--- src/rtl/core/kctv_pkg.sv ---
// Package of the constant-velocity tracker: widths, reset values, codes and
// saturation helpers. Depends on nothing.
package kctv_pkg;

    localparam int POS_W     = 32;
    localparam int COV_W     = 48;
    localparam int NOISE_W   = 32;
    localparam int GAIN_FRAC = 32;
    localparam int GAIN_W    = GAIN_FRAC + 1;
    localparam int CFG_IDX_W = 2;

    localparam logic [NOISE_W-1:0] PROCESS_NOISE_RST    = 32'd1678;
    localparam logic [NOISE_W-1:0] MEASURE_NOISE_RST    = 32'd1677722;
    localparam logic [NOISE_W-1:0] START_COVARIANCE_RST = 32'd1677722;

    localparam logic [CFG_IDX_W-1:0] CFG_PROCESS_NOISE    = 2'd0;
    localparam logic [CFG_IDX_W-1:0] CFG_MEASURE_NOISE    = 2'd1;
    localparam logic [CFG_IDX_W-1:0] CFG_START_COVARIANCE = 2'd2;

    localparam logic ACT_UPDATE = 1'b0;
    localparam logic ACT_START  = 1'b1;

    typedef enum logic [3:0] {
        ST_IDLE,
        ST_PRED,
        ST_PPS,
        ST_SUMS,
        ST_DIV0,
        ST_WDIV0,
        ST_WDIV1,
        ST_MUL_LO,
        ST_MUL_HI,
        ST_COMB,
        ST_APPLY,
        ST_OUT
    } kctv_state_t;

    // Products of one axis, in the order they are worked
    typedef enum logic [2:0] {
        MOP_POS,
        MOP_VEL,
        MOP_PP,
        MOP_PV,
        MOP_VV
    } kctv_mop_t;

    function automatic logic signed [POS_W-1:0] sat32(input logic signed [POS_W+1:0] v);
        logic signed [POS_W-1:0] r;
        if (v[POS_W+1:POS_W-1] == 3'b000 || v[POS_W+1:POS_W-1] == 3'b111)
            r = v[POS_W-1:0];
        else if (v[POS_W+1])
            r = {1'b1, {(POS_W-1){1'b0}}};
        else
            r = {1'b0, {(POS_W-1){1'b1}}};
        return r;
    endfunction

    function automatic logic [COV_W-1:0] sat_cov(input logic [COV_W+2:0] v);
        logic [COV_W-1:0] r;
        if (|v[COV_W+2:COV_W])
            r = '1;
        else
            r = v[COV_W-1:0];
        return r;
    endfunction

endpackage

--- src/rtl/core/kctv_div.sv ---
// Restoring divider for the Kalman gains: floor(num * 2^32 / den), clamped.
// Depends on kctv_pkg.
module kctv_div (
    input  logic                          clk,
    input  logic                          rst_n,
    input  logic                          start,
    input  logic [kctv_pkg::COV_W-1:0]    num,
    input  logic [kctv_pkg::COV_W:0]      den,
    output logic                          done,
    output logic [kctv_pkg::GAIN_W-1:0]   quot
);

    localparam int QB    = kctv_pkg::GAIN_FRAC;
    localparam int CNT_W = $clog2(QB);
    localparam int DW    = kctv_pkg::COV_W + 1;

    logic             busy_reg;
    logic             done_reg;
    logic [CNT_W-1:0] cnt_reg;
    logic [DW-1:0]    rem_reg;
    logic [DW-1:0]    den_reg;
    logic [QB-1:0]    q_reg;
    logic [QB:0]      quot_reg;

    logic [DW:0]      shifted;
    logic             take;
    logic [DW:0]      diff;
    logic [DW-1:0]    rem_next;
    logic             zero_den;
    logic             full_gain;

    assign shifted   = {rem_reg, 1'b0};
    assign take      = shifted >= {1'b0, den_reg};
    assign diff      = shifted - {1'b0, den_reg};
    assign rem_next  = take ? diff[DW-1:0] : shifted[DW-1:0];
    assign zero_den  = (den == '0);
    assign full_gain = ({1'b0, num} >= den);

    always_ff @(posedge clk or negedge rst_n)
    begin
        if (!rst_n)
        begin
            busy_reg <= 1'b0;
            done_reg <= 1'b0;
            cnt_reg  <= '0;
        end
        else
        begin
            done_reg <= 1'b0;
            if (start)
            begin
                if (zero_den || full_gain)
                    done_reg <= 1'b1;
                else
                begin
                    busy_reg <= 1'b1;
                    cnt_reg  <= CNT_W'(QB - 1);
                end
            end
            else if (busy_reg)
            begin
                cnt_reg <= cnt_reg - 1'b1;
                if (cnt_reg == '0)
                begin
                    busy_reg <= 1'b0;
                    done_reg <= 1'b1;
                end
            end
        end
    end

    always_ff @(posedge clk)
    begin
        if (start)
        begin
            rem_reg <= {1'b0, num};
            den_reg <= den;
            q_reg   <= '0;
            if (zero_den)
                quot_reg <= '0;
            else if (full_gain)
                quot_reg <= {1'b1, {QB{1'b0}}};
        end
        else if (busy_reg)
        begin
            rem_reg <= rem_next;
            q_reg   <= {q_reg[QB-2:0], take};
            if (cnt_reg == '0)
                quot_reg <= {1'b0, q_reg[QB-2:0], take};
        end
    end

    assign done = done_reg;
    assign quot = quot_reg;

endmodule

--- config.mk ---
export PLATFORM = sky130hd
export DESIGN_NAME = kctv_div
export DESIGN_NICKNAME = d
export VERILOG_FILES = /design/src/rtl/core/kctv_pkg.sv /design/src/rtl/core/kctv_div.sv
export SDC_FILE = /design/constraint.sdc
export NUM_CORES = 1
export LEC_CHECK = 0
export BUFFER_PORTS_ARGS = -buffer_cell sky130_fd_sc_hd__buf_4
export CORE_ASPECT_RATIO = 1.5
export CORE_MARGIN = 10
export CORE_UTILIZATION = 39
export DETAILED_ROUTE_END_ITERATION = 12
export SLEW_MARGIN = 20
export SYNTH_ARGS = -nofsm -noshare
export SYNTH_HDL_FRONTEND = slang
export SYNTH_SLANG_ARGS = --single-unit
--- constraint.sdc ---
create_clock -name clk -period 6.2 [get_ports clk]
set_input_delay 0.62 -clock clk [delete_from_list [all_inputs] [get_ports clk]]
set_output_delay 0.62 -clock clk [all_outputs]
set_load 0.03 [all_outputs]
**Word-level counts from Yosys, hierarchy flattened**

Cells that the tools add are included.
Widths: inputs -> output; s select.

- Logic and storage cells: 40
- Bits of input ports: 100
- Register bits after elaboration: 169
- Output and inout port bits: 34

- Eq/ne operators: 2
- Magnitude comparators: 2
- Mux-type cells: 19
- Add/subtract/negate cells: 2
- Reduce and logical (&&, ||, !) cells: 7

Operator list:

| operator | count |
|---|---|
| $mux 33 | 5 |
| $mux 48 | 2 |
| $ge 50x49->1 | 1 |
| $ge 48x49->1 | 1 |
| $logic_not 49->1 | 1 |
| $mux 49 | 1 |
| $sub 49x49->49 | 1 |
| $mux 5 | 3 |
| $mux 1 | 8 |
| $logic_not 5->1 | 1 |
| $sub 5x1->5 const B | 1 |
| $reduce_bool 2->1 | 2 |
| $ne 3x1->1 const B | 1 |
| $reduce_and 3->1 | 1 |
| $ne 2x2->1 const B | 1 |
| $reduce_and 2->1 | 1 |
| $logic_or 1x1->1 | 1 |

**Depth between registers and ports, before layout**

Gate-level depths: netlist of run 1.

- Word-level depth: 4
- Gate-level depth with buffers: 15

**Worst setup path before layout of run 1**

OpenSTA, ideal clock, no wires.

- Kind: in2reg
- From: in start
- To: reg quot_reg[0] (netlist: quot[0]), enable pin
- Data arrival time: 3.497 ns
- Required time: 5.731 ns
- Slack: 2.234 ns
- Cell stages on the path: 4
- Library setup time: 0.469 ns
- Cells stage by stage: inv_2 -> clkbuf_1 -> nand2_1 -> o21ai_0

- Cells in the longest elaborated chain, start to end: 2
- Elaborated cells on any way between the ends: 4

Ends and longest elaborated chain:

| element | line | RTL |
|---|---|---|
| start: declaration | kctv_div.sv:6 | `input logic start,` |
| $ne 3x1->1 (no line) / $reduce_bool 2->1 (equally long branches) | - |  |
| $reduce_and 3->1 (no line) * | - |  |
| end signal: assignment | kctv_div.sv:82 | `quot_reg <= {1'b1, {QB{1'b0}}};` |
| end signal: assignment | kctv_div.sv:89 | `quot_reg <= {1'b0, q_reg[QB-2:0], take};` |
| end: declaration | kctv_div.sv:23 | `logic [QB:0] quot_reg;` |

Every way passes the cells marked *; elsewhere a longest branch is shown, timed or not.
A chain may end at the register's enable or synchronous reset.

**Worst setup path after layout of run 1**

- From: reg rem_reg[13]
- To: reg rem_reg[1] (data pin)

- Cells in the longest elaborated chain, start to end: 4

Ends and longest elaborated chain:

| element | line | RTL |
|---|---|---|
| start: declaration | kctv_div.sv:20 | `logic [DW-1:0] rem_reg;` |
| start signal: assignment | kctv_div.sv:76 | `rem_reg <= {1'b0, num};` |
| start signal: assignment | kctv_div.sv:86 | `rem_reg <= rem_next;` |
| $ge 50x49->1 | kctv_div.sv:33 | `assign take = shifted >= {1'b0, den_reg};` |
| $mux 49 | kctv_div.sv:35 | `assign rem_next = take ? diff[DW-1:0] : shifted[DW-1:0];` |
| $mux 48 | kctv_div.sv:84 | `else if (busy_reg)` |
| $mux 48 | kctv_div.sv:74 | `if (start)` |

Every way passes these cells. The select of a mux whose other input is x is not followed.

==> results.tsv, run 1 <==
metric	value	unit
switching pwr	2250	µW
peak supply drop	0.000199	V
H-tree level count	4	
clock share of power	20.2	%
first-iteration detailed-routing DRC count	491	
Setup TNS	0	ns
Crit-path slowest cell	or2_2	
Slew HR	32.9	%
CP endpoint kind	flip-flop	
Synth Warn #	0	
status	finished clean	
Syn Inst Count	1152	
initial core utilization	39.5	%
Syn-to-layout area delta	17.0	%
HP Class	input port to flip-flop	
Setup Skew	0.0170	ns
Cells after DPL	1589	
R2R Setup Slk	2.05	ns
Fmax achieved	241	MHz
Detail Placement HPWL	24700	µm
FF-to-FF End	rem_reg[1]	
Post-Syn Nets	1352	
WL final	31700	µm
r2r worst-path depth	10	
worst reg2reg startpoint	rem_reg[13]	
sequential share of power	30.2	%
endpoints failing hold	0	
Synth Cell Area	11000	µm²
Cell Chain, Critical Path	ha_1 -> nand4_1 -> nor4_2 -> nand3_1 -> a21oi_1 -> o211ai_1 -> a21oi_2 -> or2_2 -> a21oi_1 -> mux2_2	
Overall Global Routing Usage	17.9	%
initial antenna violation count	0	
Switching Fraction	42.6	%
Netlist cell types	70	
row cnt	75	
Max Buffers Root-to-Sink	2	
fin worst setup slack	2.05	ns
max cap viols	0	
Via Count	8943	
first-pass GRT wire length	49700	µm
Final Max Tran Viols	0	
Setup CP Type	flip-flop to flip-flop	
EDFF count, synth	130	
Crit path largest cell delay	0.81	ns
Die W	157	µm
clock-pin transition on the worst setup and hold timing paths	0.08	ns
CTS tree	done	
total congestion overflow	0	
Die Height	226	µm
CTS Sinks	169	
Top cell by count, worst path	a21oi_1	
vias in the first global route	9388	
num ports	134	
Cell Pwr Density	409	nW/µm²
largest net degree at the start of global routing	71	
root buf cell	clkbuf_16	
Remaining DRCs	0	
fin util	46.2	%
Yosys reg bits	169	
WL/cell	19.6	µm
DIE AREA	35600	µm²
routability cong.	0.930	
syn_area_per_cell	9.58	µm²
post-CTS setup buffers	0	
WP data required	6.40	ns
Final nets	1463	
Worst setup SP type	flip-flop	
antenna cells	0	
Static Leakage	0.00571	µW
sequential share of the synthesized area	42.8	%
layout cells sized above 1	17.1	%
crit path capture	rem_reg[1]	
Critical Path Start	rem_reg[13]	
Final Cycle Share	67.0	%
Detail Route Antenna Nets	0	
RSZ-0062 raised after global routing	false	
Synth Flop Type	edfxtp_1	
PortBufs	133	
core footprint	28000	µm²
1st-pass router iterations	6	
pre-CTS setup slack	2.09	ns
Tmin final	4.15	ns
Max FO, Critical Path	41	
part of the power in combinational logic	49.6	%
number of vias per cell	5.51	
final hold slack	0.363	ns
WP data arrival	4.35	ns
Post-synth ARST share	4.14	%
final setup fails	0	
worst slew pin tran	1.00	ns
Pint	3030	µW
Num CTS Buffers	17	
Non-Filler Instances	1622	
Clk Latency, worst-skew pair	0.45	ns
cell type report:
class	count	area (µm²)
multi-input combinational	814	5650
clock inverter	15	174
tap	346	433
fill	2696	15100
inverter	121	454
sequential	169	4720
timing repair buffer	140	1050
clock buffer	17	425
routing by layer:
| layer | vias to the layer above | GRT usage, % | wire [µm] |
|---|---|---|---|
| met5 | - | 0 | 0 |
| met2 | 248 | 33.1 | 17000 |
| met1 | 4222 | 18.9 | 12100 |
| met4 | 0 | 8.56 | 1350 |
| met3 | 65 | 3.26 | 1310 |
| li1 | 4408 | - | - |
worst min-delay path by stage:
stage	start	end	slack, ns	cells after the start
final	den[9]	den_reg[9]	0.36	1
after global placement	rst_n	done	0.44	1
after CTS	den[8]	den_reg[8]	0.34	1
after floorplan	rst_n	busy_reg	0.32	0
after detailed placement	rst_n	done	0.44	1
after global routing	den[45]	den_reg[45]	0.34	1
cell usage after synthesis, types with 3 or more instances:
cell type	count	area, µm²
buf_2	17	85.1
xor2_1	11	96.3
nand2b_1	6	37.5
mux2i_1	4	40.0
o2bb2ai_1	5	43.8
nor2_1	70	263
or4_1	4	30.0
nor4_1	19	119
nand2_1	96	360
and3_1	6	37.5
xnor2_1	23	201
a21o_1	45	338
nor2b_1	43	269
buf_4	4	30.0
o21ai_1	6	30.0
a211oi_1	13	97.6
o21bai_1	17	128
dfxtp_1	32	641
or2_2	5	31.3
o211ai_1	4	30.0
a21oi_1	85	425
o31a_1	4	35.0
dfrtp_1	7	175
and4_1	3	26.3
a221oi_1	3	26.3
nor3_1	23	115
nand4_1	34	213
nor4b_1	3	26.3
or3_1	7	43.8
o31ai_1	6	45.0
a2bb2oi_1	7	61.3
mux2_2	31	349
clkbuf_1	24	90.1
o21ai_0	43	215
edfxtp_1	130	3900
o21a_1	13	97.6
nand3_1	16	80.1
ha_1	99	1240
inv_1	120	450
a31oi_1	27	169
per-stage QoR:
stage	power (µW)	area [µm²]
2_1_floorplan	3560	11000
3_3_place_gp	4190	12300
3_5_place_dp	4210	12300
4_1_cts	5290	12900
5_1_grt	5660	12900
6_report	5280	12900
logic make-up after synthesis:
group	Yosys count	synth area share, %
adder cells (fa/ha/maj)	100	11.4
buffers and inverters	169	6.15
flip-flops	169	42.8
AND/OR/NAND/NOR	346	15.9
multiplexers	35	3.53
AO/OA/AOI/OAI	299	17.5
XOR/XNOR	34	2.70
critical path, delay by kind of cell (launching register included):
| family | cells | cell delay (ns) |
|---|---|---|
| flops | 1 | 0.40 |
| compound gates | 4 | 1.20 |
| fa+ha+maj | 1 | 0.47 |
| simple gates | 4 | 1.52 |
| mux | 1 | 0.29 |
power groups by stage:
stage | combinational (µW) | clock (µW) | sequential, µW
after global routing | 2900 | 1140 | 1620
after global placement | 2580 | 0 | 1610
after floorplan | 1960 | 0 | 1590
after detailed placement | 2590 | 0 | 1620
after CTS | 2610 | 1090 | 1590
final | 2620 | 1070 | 1600
timing repair:
action / in CTS / in global routing
endpoints found under the hold margin: 7 / 0
hold buffers: 1 / 0
resized for setup: 0 / 0
cells in the final DEF (no fill, tap or decap), types with 16 or more instances in the layout:
| cell | n |
|---|---|
| nand2_1 | 96 |
| a21oi_1 | 85 |
| ha_1 | 99 |
| nor2_1 | 70 |
| buf_4 | 139 |
| nor2b_1 | 43 |
| nor3_1 | 23 |
| dfxtp_1 | 32 |
| edfxtp_1 | 130 |
| mux2_2 | 31 |
| xnor2_1 | 23 |
| o21ai_0 | 42 |
| a31oi_1 | 27 |
| nand4_1 | 34 |
| nor4_1 | 19 |
| nand3_1 | 16 |
| clkbuf_16 | 17 |
| a21o_1 | 45 |
| inv_1 | 120 |
| o21bai_1 | 17 |
Note: power is estimated with default switching activity, not from simulation.
==> run 2, diff against run 1 <==
- ABC_AREA: default -> 1
- clock period: 6.2 -> 4.21 ns (I/O delays scaled with it)
==> run 2 against run 1 <==
  * Critical path depth is 5 higher
  * Worst hold slack worse by 0.21 ns
  * Fmax is 35% higher
  * Global-route usage is 2.3 points higher
  * Clock-buffer cell count is 5 higher
  * Clock power is 56% higher
  * Highest routed layer unchanged
==> results.tsv, run 2 <==
metric	value	unit
initial antenna violation count	1	
peak supply drop	0.000341	V
sequential share of the synthesized area	36.7	%
CP Buf/Inv Count	2	
initial core utilization	39.5	%
Layout Cell Area excl Fill	14900	µm²
first-iteration detailed-routing DRC count	658	
WP data required	4.41	ns
Synth Flop Type	edfxtp_1	
EDFF count, synth	130	
PortBufs	133	
Static Leakage	0.00799	µW
num ports	134	
post-cts resize count	0	
status	finished clean	
first-pass GRT wire length	65200	µm
number of vias per cell	4.83	
worst slew pin tran	0.959	ns
routability cong.	0.954	
commonest non-fill, non-tap cell in the layout	nand2_1	
Crit path largest cell delay	0.52	ns
Detail Route Antenna Nets	0	
Non-Filler Instances	2453	
Cells after DPL	2418	
Final Cycle Share	73.3	%
Netlist cell types	39	
Post-synth ARST share	4.14	%
Die W	168	µm
CTS Sinks	169	
Cell Pwr Density	599	nW/µm²
Syn-to-layout area delta	16.3	%
Syn Inst Count	1897	
Slew HR	36.1	%
Yosys top cell area share	30.4	%
core footprint	32500	µm²
Clk Latency, worst-skew pair	0.45	ns
Top cell by count, worst path	nand2_1	
Die Height	242	µm
Final Max Tran Viols	0	
clock-pin transition on the worst setup and hold timing paths	0.07	ns
Overall Global Routing Usage	20.2	%
Cell Chain, Critical Path	ha_1 -> nand2_1 -> inv_1 -> nand2_1 -> nand2_1 -> inv_1 -> nand3_2 -> nand2_1 -> nand2_1 -> nand2_2 -> nand3_2 -> nand2_2 -> nand2_1 -> nand2_1 -> nand2_1	
layout cells sized above 1	9.67	%
1st-pass router iterations	5	
Setup TNS	0	ns
CP endpoint kind	flip-flop	
Fmax achieved	324	MHz
most instantiated library cell after synthesis	nand2_1	
commonest non-fill, non-tap cells in the layout	637 x nand2_1, 382 x inv_1, 237 x nor2_1, 144 x buf_4, 130 x edfxtp_1	
vias in the first global route	12009	
Setup CP Type	flip-flop to flip-flop	
row cnt	81	
Num CTS Buffers	17	
fin util	45.9	%
Final nets	2224	
root buf cell	clkbuf_16	
pre-CTS setup slack	1.12	ns
Crit-path slowest cell	nand2_2	
WP data arrival	3.29	ns
Post-Syn Nets	2097	
total congestion overflow	0	
syn_area_per_cell	6.77	µm²
largest net degree at the start of global routing	83	
Synth Warn #	0	
Via Count	11837	
Synth area leaders	edfxtp_1 30%, nand2_1 19%, inv_1 11%	
WL/cell	17.0	µm
DIE AREA	40800	µm²
Setup Skew	0.0135	ns
final setup fails	0	
Max Buffers Root-to-Sink	2	
WL final	41600	µm
fin worst setup slack	1.12	ns
Worst setup SP type	flip-flop	
HP Class	input port to flip-flop	
cell family with most CP delay	simple AND/OR/NAND/NOR gates	
Synth Cell Area	12800	µm²
Tmin final	3.09	ns
RSZ-0062 raised after global routing	false	
Remaining DRCs	0	
Yosys reg bits	169	
cell taking the most area after synthesis	edfxtp_1	
max cap viols	0	
endpoints failing hold	0	
Detail Placement HPWL	33900	µm
CTS tree	done	
Max FO, Critical Path	23	
top post-synthesis cells by count	637 x nand2_1, 383 x inv_1, 237 x nor2_1	
Placed Instance Area	14300	µm²
H-tree level count	4	
[run 2: changes by cell type after synthesis, sizes merged, moves of 36 or more]
cell   delta
nor2    +172
nand3    +92
inv     +264
nand4    +36
o21ai    -38
nor2b    -43
a21o     -41
nand2   +545
[run 2: cell families (layout without fill, tap and decap cells)]
| logic type | count (synthesis) | in the layout | synth area share [%] |
|---|---|---|---|
| other | 0 | 1 | 0 |
| XOR/XNOR | 25 | 25 | 1.70 |
| AO/OA/AOI/OAI | 83 | 83 | 3.61 |
| AND/OR/NAND/NOR | 1096 | 1096 | 35.4 |
| adder cells (fa/ha/maj) | 100 | 100 | 9.80 |
| buffers and inverters | 424 | 564 | 12.8 |
| flip-flops | 169 | 169 | 36.7 |
[run 2: cell type report]
class / instances / area, µm²
fill: 3433 / 17600
clock inverter: 10 / 87.6
timing repair buffer: 146 / 1120
tap: 415 / 519
sequential: 169 / 4720
inverter: 386 / 1450
clock buffer: 22 / 539
antenna: 1 / 2.50
multi-input combinational: 1304 / 6500
[run 2: layer usage]
layer,wire [µm],global-route usage (%)
met1,16900,23.0
met2,21200,35.8
met3,2200,3.99
met4,1310,7.98
met5,0,0
[run 2: worst register-to-register path: stages (launching register included)]
cell	delay [ns]
edfxtp_1	0.39
ha_1	0.37
nand2_1	0.15
inv_1	0.05
nand2_1	0.06
nand2_1	0.07
inv_1	0.07
nand3_2	0.13
nand2_1	0.09
nand2_1	0.15
nand2_2	0.12
nand3_2	0.44
nand2_2	0.53
nand2_1	0.10
nand2_1	0.07
nand2_1	0.05
[run 2: timing repair]
action / CTS / global route
setup buffers: 0 / 0
setup endpoints to repair: 0 / 0
hold buffers: 1 / 0
hold endpoints to repair: 7 / 0
[run 2: final timing paths]
kind | from | end | slack [ns] | cells after the start
max reg2reg | rem_reg[7] | rem_reg[46] | 1.12 | 15
min | den[15] | den_reg[15] | 0.15 | 1
min reg2reg | q_reg[29] | q_reg[30] | 0.48 | 2
max | rem_reg[7] | rem_reg[46] | 1.12 | 15
max in group asynchronous | rst_n | cnt_reg[2] | 3.74 | 2
min in group asynchronous | rst_n | cnt_reg[1] | 0.35 | 2
[run 2: metrics by stage]
step           hold slack [ns]  power (µW)
2_1_floorplan            0.125        5940
3_3_place_gp             0.243        7240
3_5_place_dp             0.241        7260
4_1_cts                  0.129        8970
5_1_grt                  0.134        9740
6_report                 0.154        8950
[run 2: power breakdown]
group	leakage, µW	switching, µW	total [µW]	internal, µW
logic	0.00603	3200	4850	1650
registers	0.00164	184	2420	2240
clock network	0.000313	743	1670	930
total	0.00799	4130	8950	4820
